===== config.mk =====
export PLATFORM = sky130hd
export DESIGN_NAME = float_almost_equal_compare_unit
export DESIGN_NICKNAME = d
export VERILOG_FILES = /design/src/hw/rtl/faec_pkg.sv /design/src/hw/rtl/float_almost_equal_compare_unit.sv /design/src/hw/rtl/faec_front.sv /design/src/hw/rtl/faec_norm.sv
export SDC_FILE = /design/constraint.sdc
export NUM_CORES = 2
export LEC_CHECK = 0
export BUFFER_PORTS_ARGS = -buffer_cell sky130_fd_sc_hd__buf_4
export CAP_MARGIN = 20
export CORE_MARGIN = 2
export CORE_UTILIZATION = 50
export DETAILED_ROUTE_END_ITERATION = 7
export PLACE_DENSITY_LB_ADDON = 0.25
export SYNTH_ARGS = -nofsm -noshare
export SYNTH_HDL_FRONTEND = slang
export SYNTH_HIERARCHICAL = 1
export SYNTH_SLANG_ARGS = --single-unit

===== constraint.sdc =====
create_clock -name clk -period 8.7 [get_ports clk]
set_input_delay 0.87 -clock clk [delete_from_list [all_inputs] [get_ports clk]]
set_output_delay 0.87 -clock clk [all_outputs]
set_load 0.01 [all_outputs]

===== src/hw/rtl/faec_pkg.sv =====
// shared types, codes and helper functions for the almost-equal compare unit
package faec_pkg;

  localparam int unsigned WW = 56;  // working word: 53-bit significand and 3 extra bits

  localparam logic CFG_DOUBLE_MODE = 1'b0;
  localparam logic CFG_MAX_ULP     = 1'b1;

  localparam logic [2:0] DEC_REJECT = 3'd0;
  localparam logic [2:0] DEC_SAME   = 3'd1;
  localparam logic [2:0] DEC_EPS    = 3'd2;
  localparam logic [2:0] DEC_ULP    = 3'd3;
  localparam logic [2:0] DEC_NONE   = 3'd4;

  localparam logic [10:0] SGL_THR_EXP0 = 11'd104;  // bias 127 minus 23
  localparam logic [10:0] DBL_THR_EXP0 = 11'd971;  // bias 1023 minus 52

  // outcome known before the arithmetic
  typedef struct packed {
    logic       early;
    logic       early_eq;
    logic [2:0] early_code;
    logic       ulp_ok;
    logic       dbl;
  } pass_t;

  typedef struct packed {
    pass_t       pass;
    logic [52:0] sig_big;
    logic [52:0] sig_small;
    logic [10:0] exp_big;
    logic [10:0] shamt;
  } front_t;

  typedef struct packed {
    logic [WW-1:0] norm;
    logic [10:0]   exp_res;
  } norm_t;

  function automatic logic [5:0] lead_zeros(input logic [WW-1:0] v);
    logic [5:0] z;
    z = 6'd0;
    for (int i = 0; i < WW; i++) begin
      if (v[i]) z = 6'(WW - 1 - i);
    end
    return z;
  endfunction

  // magnitude bits of max_ulp * epsilon in the selected format
  function automatic logic [62:0] thr_bits(input logic [15:0] u, input logic dbl);
    logic [3:0]  k;
    logic [15:0] un;
    logic [62:0] r;
    k = 4'd0;
    for (int i = 0; i < 16; i++) begin
      if (u[i]) k = 4'(i);
    end
    un = u << (4'd15 - k);
    if (u == 16'd0) begin
      r = '0;
    end else if (dbl) begin
      r = {DBL_THR_EXP0 + {7'd0, k}, un[14:0], 37'd0};
    end else begin
      r = {32'd0, 8'(SGL_THR_EXP0 + {7'd0, k}), un[14:0], 8'd0};
    end
    return r;
  endfunction

endpackage


===== src/hw/rtl/float_almost_equal_compare_unit.sv =====
// throughput: one compare per cycle while the output side keeps up
// five registered stages, each with its own valid
// a bubble anywhere lets new beats in while a finished result waits on out_ready
// reset (rst_n low, synchronous): all stage valids clear, double_mode 0, max_ulp 4
// cfg_ready is always high; a write takes effect on the next cycle
module float_almost_equal_compare_unit import faec_pkg::*; (
  input  logic        clk,
  input  logic        rst_n,
  input  logic        cfg_valid,
  output logic        cfg_ready,
  input  logic        cfg_index,
  input  logic [15:0] cfg_data,
  input  logic        in_valid,
  output logic        in_ready,
  input  logic [63:0] in_first_value,
  input  logic [63:0] in_second_value,
  output logic        out_valid,
  input  logic        out_ready,
  output logic        out_almost_equal,
  output logic [2:0]  out_decided_by
);

  // configuration registers
  logic        double_mode_r;
  logic [15:0] max_ulp_r;

  // stage valids: a input, b classified, c subtracted, d normalised, out result
  logic v_a_r, v_b_r, v_c_r, v_d_r, v_o_r;
  logic en_a, en_b, en_c, en_d, en_o;

  // stage payloads
  logic [63:0]   a_first_r, a_second_r;
  front_t        b_r;
  pass_t         c_pass_r;
  logic [WW-1:0] c_diff_r;
  logic [10:0]   c_exp_r;
  pass_t         d_pass_r;
  norm_t         d_norm_r;
  logic          eq_r;
  logic [2:0]    dec_r;

  // combinational stage logic
  front_t        fr;
  norm_t         nr;
  logic [WW-1:0] big_w, small_w, small_sh, lost_mask;
  logic          sticky;
  logic [WW-1:0] diff_w;
  logic [10:0]   exp_fld;
  logic          lsb, grd, stk, inc;
  logic [62:0]   pk, thr;
  logic          eps_ok;
  logic          eq_nxt;
  logic [2:0]    dec_nxt;

  assign cfg_ready = 1'b1;

  always_ff @(posedge clk) begin
    if (!rst_n) begin
      double_mode_r <= 1'b0;
      max_ulp_r <= 16'd4;
    end else if (cfg_valid) begin
      unique case (cfg_index)
        CFG_DOUBLE_MODE: double_mode_r <= cfg_data[0];
        CFG_MAX_ULP:     max_ulp_r <= cfg_data;
        default:         ;
      endcase
    end
  end

  // each stage loads when empty or when the stage after it moves
  assign en_o = !v_o_r || out_ready;
  assign en_d = !v_d_r || en_o;
  assign en_c = !v_c_r || en_d;
  assign en_b = !v_b_r || en_c;
  assign en_a = !v_a_r || en_b;
  assign in_ready = en_a;

  always_ff @(posedge clk) begin
    if (!rst_n) begin
      v_a_r <= 1'b0;
      v_b_r <= 1'b0;
      v_c_r <= 1'b0;
      v_d_r <= 1'b0;
      v_o_r <= 1'b0;
    end else begin
      if (en_a) v_a_r <= in_valid;
      if (en_b) v_b_r <= v_a_r;
      if (en_c) v_c_r <= v_b_r;
      if (en_d) v_d_r <= v_c_r;
      if (en_o) v_o_r <= v_d_r;
    end
  end

  // stage a: input beat
  always_ff @(posedge clk) begin
    if (en_a) begin
      a_first_r <= in_first_value;
      a_second_r <= in_second_value;
    end
  end

  // stage b: classify, order by magnitude, ulp distance
  faec_front u_front (
    .dbl     (double_mode_r),
    .max_ulp (max_ulp_r),
    .a       (a_first_r),
    .b       (a_second_r),
    .fr      (fr)
  );

  always_ff @(posedge clk) begin
    if (en_b) b_r <= fr;
  end

  // stage c: align the smaller operand with a sticky bit and subtract
  always_comb begin
    big_w = {b_r.sig_big, 3'd0};
    small_w = {b_r.sig_small, 3'd0};
    lost_mask = (56'd1 << b_r.shamt[5:0]) - 56'd1;
    if (b_r.shamt > 11'(WW - 1)) begin
      small_sh = '0;
      sticky = |small_w;
    end else begin
      small_sh = small_w >> b_r.shamt[5:0];
      sticky = |(small_w & lost_mask);
    end
    diff_w = big_w - (small_sh | {{(WW - 1){1'b0}}, sticky});
  end

  always_ff @(posedge clk) begin
    if (en_c) begin
      c_pass_r <= b_r.pass;
      c_diff_r <= diff_w;
      c_exp_r <= b_r.exp_big;
    end
  end

  // stage d: normalise
  faec_norm u_norm (
    .diff    (c_diff_r),
    .exp_big (c_exp_r),
    .nr      (nr)
  );

  always_ff @(posedge clk) begin
    if (en_d) begin
      d_pass_r <= c_pass_r;
      d_norm_r <= nr;
    end
  end

  // result stage: round to nearest even, compare with the epsilon threshold
  always_comb begin
    exp_fld = d_norm_r.norm[WW-1] ? d_norm_r.exp_res : 11'd0;  // hidden bit gone: subnormal
    if (d_pass_r.dbl) begin
      lsb = d_norm_r.norm[3];
      grd = d_norm_r.norm[2];
      stk = |d_norm_r.norm[1:0];
    end else begin
      lsb = d_norm_r.norm[32];
      grd = d_norm_r.norm[31];
      stk = |d_norm_r.norm[30:0];
    end
    inc = grd && (stk || lsb);
    // rounding carry ripples into the exponent field
    if (d_pass_r.dbl) begin
      pk = {exp_fld, d_norm_r.norm[54:3]} + {62'd0, inc};
    end else begin
      pk = {32'd0, exp_fld[7:0], d_norm_r.norm[54:32]} + {62'd0, inc};
    end
    thr = thr_bits(max_ulp_r, d_pass_r.dbl);
    eps_ok = (pk <= thr);

    if (d_pass_r.early) begin
      eq_nxt = d_pass_r.early_eq;
      dec_nxt = d_pass_r.early_code;
    end else if (eps_ok) begin
      eq_nxt = 1'b1;
      dec_nxt = DEC_EPS;
    end else if (d_pass_r.ulp_ok) begin
      eq_nxt = 1'b1;
      dec_nxt = DEC_ULP;
    end else begin
      eq_nxt = 1'b0;
      dec_nxt = DEC_NONE;
    end
  end

  always_ff @(posedge clk) begin
    if (en_o) begin
      eq_r <= eq_nxt;
      dec_r <= dec_nxt;
    end
  end

  assign out_valid = v_o_r;
  assign out_almost_equal = eq_r;
  assign out_decided_by = dec_r;

endmodule


===== src/hw/rtl/faec_front.sv =====
// operand classification, ordering and ulp distance
module faec_front import faec_pkg::*; (
  input  logic        dbl,
  input  logic [15:0] max_ulp,
  input  logic [63:0] a,
  input  logic [63:0] b,
  output front_t      fr
);

  logic [62:0] ma, mb, ulp_dist;
  logic [63:0] dab;
  logic        a_big, nan_inf, both_zero, sign_diff, same;
  logic [10:0] ea_f, eb_f, ea, eb;
  logic [51:0] fa, fb;
  logic [52:0] sa, sb;

  always_comb begin
    ma = dbl ? a[62:0] : {32'd0, a[30:0]};
    mb = dbl ? b[62:0] : {32'd0, b[30:0]};
    ea_f = dbl ? a[62:52] : {3'd0, a[30:23]};
    eb_f = dbl ? b[62:52] : {3'd0, b[30:23]};
    fa = dbl ? a[51:0] : {a[22:0], 29'd0};
    fb = dbl ? b[51:0] : {b[22:0], 29'd0};
    nan_inf = dbl ? (ea_f == 11'h7FF || eb_f == 11'h7FF)
                  : (ea_f == 11'h0FF || eb_f == 11'h0FF);
    both_zero = (ma == 63'd0) && (mb == 63'd0);
    sign_diff = dbl ? (a[63] ^ b[63]) : (a[31] ^ b[31]);
    same = dbl ? (a == b) : (a[31:0] == b[31:0]);

    dab = {1'b0, ma} - {1'b0, mb};
    a_big = !dab[63];
    ulp_dist = a_big ? dab[62:0] : (mb - ma);

    // subnormals share the lowest exponent
    ea = (ea_f == 11'd0) ? 11'd1 : ea_f;
    eb = (eb_f == 11'd0) ? 11'd1 : eb_f;
    sa = {ea_f != 11'd0, fa};
    sb = {eb_f != 11'd0, fb};

    fr.pass.dbl = dbl;
    fr.pass.ulp_ok = (ulp_dist[62:16] == 47'd0) && (ulp_dist[15:0] <= max_ulp);
    fr.pass.early = 1'b1;
    fr.pass.early_eq = 1'b0;
    fr.pass.early_code = DEC_REJECT;
    if (nan_inf) begin
      fr.pass.early_code = DEC_REJECT;
    end else if (both_zero) begin
      fr.pass.early_eq = 1'b1;
      fr.pass.early_code = DEC_SAME;
    end else if (sign_diff) begin
      fr.pass.early_code = DEC_REJECT;
    end else if (same) begin
      fr.pass.early_eq = 1'b1;
      fr.pass.early_code = DEC_SAME;
    end else begin
      fr.pass.early = 1'b0;
    end

    fr.sig_big = a_big ? sa : sb;
    fr.sig_small = a_big ? sb : sa;
    fr.exp_big = a_big ? ea : eb;
    fr.shamt = a_big ? (ea - eb) : (eb - ea);
  end

endmodule


===== src/hw/rtl/faec_norm.sv =====
// leading-zero count and normalising shift, floored at the subnormal exponent
module faec_norm import faec_pkg::*; (
  input  logic [WW-1:0] diff,
  input  logic [10:0]   exp_big,
  output norm_t         nr
);

  logic [5:0]  z, sh;
  logic [10:0] em1;

  always_comb begin
    z = lead_zeros(diff);
    em1 = exp_big - 11'd1;
    sh = ({5'd0, z} <= em1) ? z : em1[5:0];
    nr.norm = diff << sh;
    nr.exp_res = exp_big - {5'd0, sh};
  end

endmodule


After elaboration in Yosys (flattened, before gate mapping)
Index checks and enable logic that the tools add are counted.
Widths: inputs -> output; s select.
{"block": "word_totals", "ff_bits": 437, "latch_bits": 0, "mem_bits_rw": 0, "romBits": 0, "inputBits": 150, "elab_cells": 206, "n_memories": 0}
{"block": "op_classes", "addsub": 13, "n_mul": 0, "div_mod_pow": 0, "n_lt_le_gt_ge": 4, "n_eq_ne": 6, "n_shift": 4, "mux": 108, "bitwise_logic": 5, "reduce_logical": 31}
{"cell": "$mux 63", "n": 6}
{"cell": "$mux 6", "n": 57}
{"cell": "$logic_not 63->1", "n": 2}
{"cell": "$mux 53", "n": 2}
{"cell": "$mux 52", "n": 2}
{"cell": "$mux 11", "n": 7}
{"cell": "$eq 64x64->1", "n": 1}
{"cell": "$mux 4", "n": 16}
{"cell": "$sub 63x63->64", "n": 1}
{"cell": "$add 63x1->63", "n": 1}
{"cell": "$le 63x63->1", "n": 1}
{"cell": "$sub 63x63->63", "n": 1}
{"cell": "$and 56x56->56", "n": 1}
{"cell": "$mux 56", "n": 1}
{"cell": "$or 56x1->56", "n": 1}
{"cell": "$reduce_or 56->1", "n": 1}
{"cell": "$shl 1x6->56 const A", "n": 1}
{"cell": "$shl 56x6->56", "n": 1}
{"cell": "$shr 56x6->56", "n": 1}
{"cell": "$sub 56x1->56 const B", "n": 1}
{"cell": "$sub 56x56->56", "n": 1}
{"cell": "$reduce_or 53->1", "n": 1}
{"cell": "$logic_not 47->1", "n": 1}
{"cell": "$add 31x1->32", "n": 1}
{"cell": "other kinds (27)", "n": 62}

Depth between registers and ports, before layout
{"block": "depth", "word_depth": 59, "depth_mapped": 33, "depth_no_buf": 24}

Modules after synthesis
The synthesis kept the hierarchy.
{"mod": "float_almost_equal_compare_unit", "instances": 1, "cells_each": 2418, "area_per_inst_um2": 25585.8}
{"mod": "faec_front", "instances": 1, "cells_each": 1903, "area_per_inst_um2": 12664.6}
{"mod": "faec_norm", "instances": 1, "cells_each": 753, "area_per_inst_um2": 5285.1}

Worst setup path before layout
No wires, ideal clock.
{"block": "synth_timing", "path_kind": "reg2reg", "from": "register double_mode_r", "to": "register b_r[129] (netlist bit) (data pin)", "arrival_time_ns": 5.947, "slack_ns": 2.583, "stages_incl_launch_ff": 32, "path_buffers": 9, "period_less_slack_ns": 6.117, "cell_sequence": "dfxtp_1 -> clkbuf_1 -> clkbuf_1 -> buf_1 -> nand2_1 -> ha_1 -> and4_1 -> clkbuf_1 -> and4b_4 -> o2111a_1 -> o311a_4 -> a221oi_4 -> nand2_4 -> buf_6 -> buf_2 -> buf_2 -> buf_1 -> clkbuf_1 -> nand2_1 -> nand2_1 -> ha_1 -> nor2b_1 -> o21a_1 -> o21ai_0 -> a21oi_1 -> o211ai_1 -> a211oi_1 -> o21ai_0 -> o221ai_1 -> a2111oi_4 -> nand4_1 -> nor4_2"}
{"element": "start, declared", "line": "float_almost_equal_compare_unit.sv:24", "source": "logic double_mode_r;"}
{"element": "start signal, assigned", "line": "float_almost_equal_compare_unit.sv:63", "source": "CFG_DOUBLE_MODE: double_mode_r <= cfg_data[0];"}
{"element": "end signal, assigned", "line": "float_almost_equal_compare_unit.sv:112", "source": "if (en_b) b_r <= fr;"}
{"element": "end, declared", "line": "float_almost_equal_compare_unit.sv:33", "source": "front_t b_r;"}

==> impl_results.rst <==
.. list-table::
   :header-rows: 1

   * - Metric
     - Value
   * - Post-Syn Area per Cell
     - 8.58 um^2
   * - Vias in the first global route
     - 38965
   * - Cell count after synthesis
     - 5074
   * - Top-Level Pins
     - 157
   * - Most used DFF post-synth
     - edfxtp_1
   * - Count of maximum capacitance violations
     - 0
   * - Warnings, synthesis
     - 6
   * - Unrepaired setup endpoints after global routing
     - false
   * - Routed len/inst
     - 27.6 um
   * - Library cell with the highest instance count after synthesis
     - nand2_1
   * - Core ar.
     - 86500 um^2
   * - Placer's final routability congestion estimate
     - 1.10
   * - Unique masters post-synth
     - 116
   * - Remaining routing DRC violations
     - 0
   * - Via count
     - 42069
   * - Multiplexer share of the synthesized area
     - 11.7%
   * - Antenna violations before repair
     - 8
   * - Fraction of post-synthesis cell area in the top cell type by area
     - 28.6%
   * - Most numerous cell types in the synthesized netlist
     - nand2_1, edfxtp_1, a21oi_1, nor2_1, o21ai_0
   * - Port buffer count
     - 155
   * - Startpoint-to-endpoint class of the critical path
     - flop to flop
   * - Synth top area cells
     - edfxtp_1, ha_1, mux2i_1, nand2_1, a21oi_1
   * - Type of element launching the critical path
     - flop
   * - Fraction of the mapped netlist area in simple logic gates
     - 18.7%
   * - Cell count after placement
     - 6126
   * - Cell area after technology mapping
     - 43500 um^2
   * - Max-slew violation count
     - 0
   * - Cts repair resizes
     - 0
   * - Effective utilization at floorplan
     - 50.3%
   * - Crit Path Max Fanout
     - 89
   * - Cell type contributing the most total cell area after synthesis
     - edfxtp_1
   * - Total die area
     - 89400 um^2
   * - Final Util
     - 54.1%
   * - Share of the clock period used by the worst path
     - 81.2%
   * - Setup TNS
     - 0 ns
   * - Largest net degree at the start of global routing
     - 90
   * - Combinational family with the most area after synthesis
     - compound AO/OA/AOI/OAI gates
   * - Post-CTS Setup Inserts
     - 0
   * - Number of setup violations in the final report
     - 0
   * - Chip height
     - 299 um
   * - F_max
     - 142 MHz
   * - Hold Crit Class
     - flop to flop
   * - Number of standard cells in the final layout excluding fillers
     - 6225
   * - Arithmetic-cell share of the synthesized area counting full adders, half adders and majority gates
     - 8.10%
   * - Required time at the endpoint of the critical path
     - 9.13 ns
   * - Global-route wire length before repair
     - 250 mm
   * - Fraction of final layout cells sized beyond drive strength 1
     - 10.2%
   * - X dimension of the die
     - 299 um
   * - Worst-margin pin slew
     - 1.15 ns
   * - Number of synthesized flops with an enable pin
     - 415
   * - Count of nets after finishing
     - 5453
   * - Maximum vdd ir drop
     - 191 uV
   * - Detailed Routing Iterations Pass 1
     - 6
   * - Flop and latch count out of synthesis
     - 437
   * - Post-DR vias/cell
     - 6.76
   * - Share of async-settable or async-resettable flops after synthesis
     - 0%
   * - Crit path arrival time
     - 7.49 ns
   * - Cts bufs inserted
     - 50
   * - Final Hold Fails
     - 0
   * - CTS sink cnt
     - 437
   * - Congestion Overflow GR
     - 0
   * - Fraction of the mapped netlist area in compound gates
     - 21.7%
   * - Hold-fix buffers at CTS
     - 0
   * - Pwr dens
     - 277 nW/um^2
   * - Xor/xnor cell area share of the yosys netlist
     - 4.49%
   * - Root Driver
     - clkbuf_16
   * - Post-synthesis to final-layout area growth
     - 7.54%
   * - Post-DP HPWL
     - 134 mm
   * - Htree depth
     - 2
   * - Wirelength, routed
     - 172 mm
   * - TritonCTS clock tree
     - done
   * - Tmin final
     - 7.06 ns
   * - Share of synthesized area occupied by flip-flops and latches
     - 29.6%
   * - Maximum count of clock buffers along a single path
     - 3
   * - Overall routing resource usage
     - 37.0%
   * - Crit end category
     - flop
   * - Worst Clk Skew
     - 0.0296 ns
   * - Number of nets with antenna violations after routing
     - 0
   * - Clk slew on worst S/H paths
     - 0.07 ns
   * - Max-Slew Margin vs Limit
     - 23.6%
   * - Total number of placement rows
     - 108
   * - Worst-Skew Late Latency
     - 0.62 ns
   * - First DRT Iteration DRCs
     - 6463
   * - Result of the run
     - finished clean
   * - Leak Pwr
     - 19.3 nW
where the power goes:
| part | total, mW | internal [mW] | leakage [nW] | switching (mW) |
|---|---|---|---|---|
| registers | 3.71 | 2.93 | 4.64 | 0.784 |
| logic | 7.09 | 2.69 | 13.8 | 4.41 |
| clock network | 2.16 | 1.23 | 0.810 | 0.925 |
| total | 13.0 | 6.85 | 19.3 | 6.12 |
stage by stage:
step           total power, mW  setup slack, ns  hold slack (ns)  cell area [um^2]
3_3_place_gp              10.5             2.04            0.401             45100
6_report                  13.0             1.64            0.415             46800
3_5_place_dp              10.5             1.90            0.405             45100
2_1_floorplan             8.43             2.58            0.400             43500
4_1_cts                   12.7             1.86            0.419             46800
5_1_grt                   13.6             1.30            0.422             46800
final cells by class:
cell class,count,area (um^2)
multi-input combinational,4068,28200
clock inverter,39,382
inverter,255,957
sequential,437,12900
clock buffer,54,1290
fill,8075,39700
timing repair buffer,212,1590
tap,1155,1450
antenna,5,12.5
cell families after synthesis:
kind of cell,after synthesis
mux,405
xor+xnor,223
buf+inv,570
flops,437
simple gates,1719
other cells,2
fa+ha+maj,279
compound gates,1439
path summary, 6_finish.rpt:
kind	start	end	slack, ns	depth (start not counted)
worst max-delay path	double_mode_r$_SDFFE_PN0P_	b_r[129]$_DFFE_PP_	1.64	23
worst min-delay path	c_pass_r[6]$_DFFE_PP_	d_pass_r[6]$_DFFE_PP_	0.42	0
worst max register to register	double_mode_r$_SDFFE_PN0P_	b_r[129]$_DFFE_PP_	1.64	23
worst min register to register	c_pass_r[6]$_DFFE_PP_	d_pass_r[6]$_DFFE_PP_	0.42	0
metal layers:
metal | part of all wire (%) | vias to the layer above | track usage [%]
li1 | - | 18769 | -
met1 | 39 | 19793 | 49.1
met2 | 43 | 2899 | 56.4
met3 | 11 | 602 | 7.44
met4 | 6.8 | 6 | 20.8
met5 | 0.026 | - | 0
cells in the final DEF (no fill, tap or decap), drive strengths merged, types with 41 or more instances in the layout:
cell type | Yosys | layout
mux2i | 265 | 265
nor3 | 91 | 91
o21bai | 54 | 54
nand4 | 132 | 132
nand2 | 664 | 664
and2 | 71 | 71
nor2b | 41 | 41
clkbuf | 162 | 54
mux2 | 64 | 64
a211oi | 57 | 57
inv | 251 | 259
edfxtp | 415 | 415
mux4 | 76 | 76
o22ai | 44 | 44
a21boi | 94 | 94
nor4 | 97 | 97
and3 | 51 | 51
nor2 | 342 | 342
xnor2 | 143 | 143
o21ai | 306 | 306
a21oi | 400 | 400
buf | 153 | 212
a31oi | 48 | 48
ha | 274 | 274
nand3 | 100 | 100
o21a | 61 | 61
a21o | 88 | 88
xor2 | 80 | 80
flip-flops by register name, indices dropped and copies added, names as in the netlist:
register,flops
b_r,135
d_norm_r,67
a_first_r,64
a_second_r,64
c_diff_r,56
max_ulp_r,16
c_exp_r,11
c_pass_r,7
d_pass_r,7
out_decided_by,3
double_mode_r,1
out_almost_equal,1
out_valid,1
v_a_r,1
v_b_r,1
v_c_r,1
v_d_r,1
critical path, stage by stage (launching register included):
cell and delay (ns):
dfxtp_4 0.95, and2_1 0.30, ha_1 0.39, a21oi_1 0.30, o21ai_1 0.20, a21oi_1 0.28
o31ai_2 0.17, a221oi_4 0.55, nand2_8 0.30, or3_1 0.45, o211ai_1 0.09, and3_1 0.20
o221ai_1 0.16, xor2_1 0.20, ha_1 0.32, o21ai_0 0.09, a21oi_1 0.06, o211ai_1 0.16
a211oi_1 0.10, o21ai_0 0.34, o221ai_1 0.28, a2111oi_4 0.37, nand4_1 0.19, nor4_2 0.28
Power figures use the tool's default switching activity.
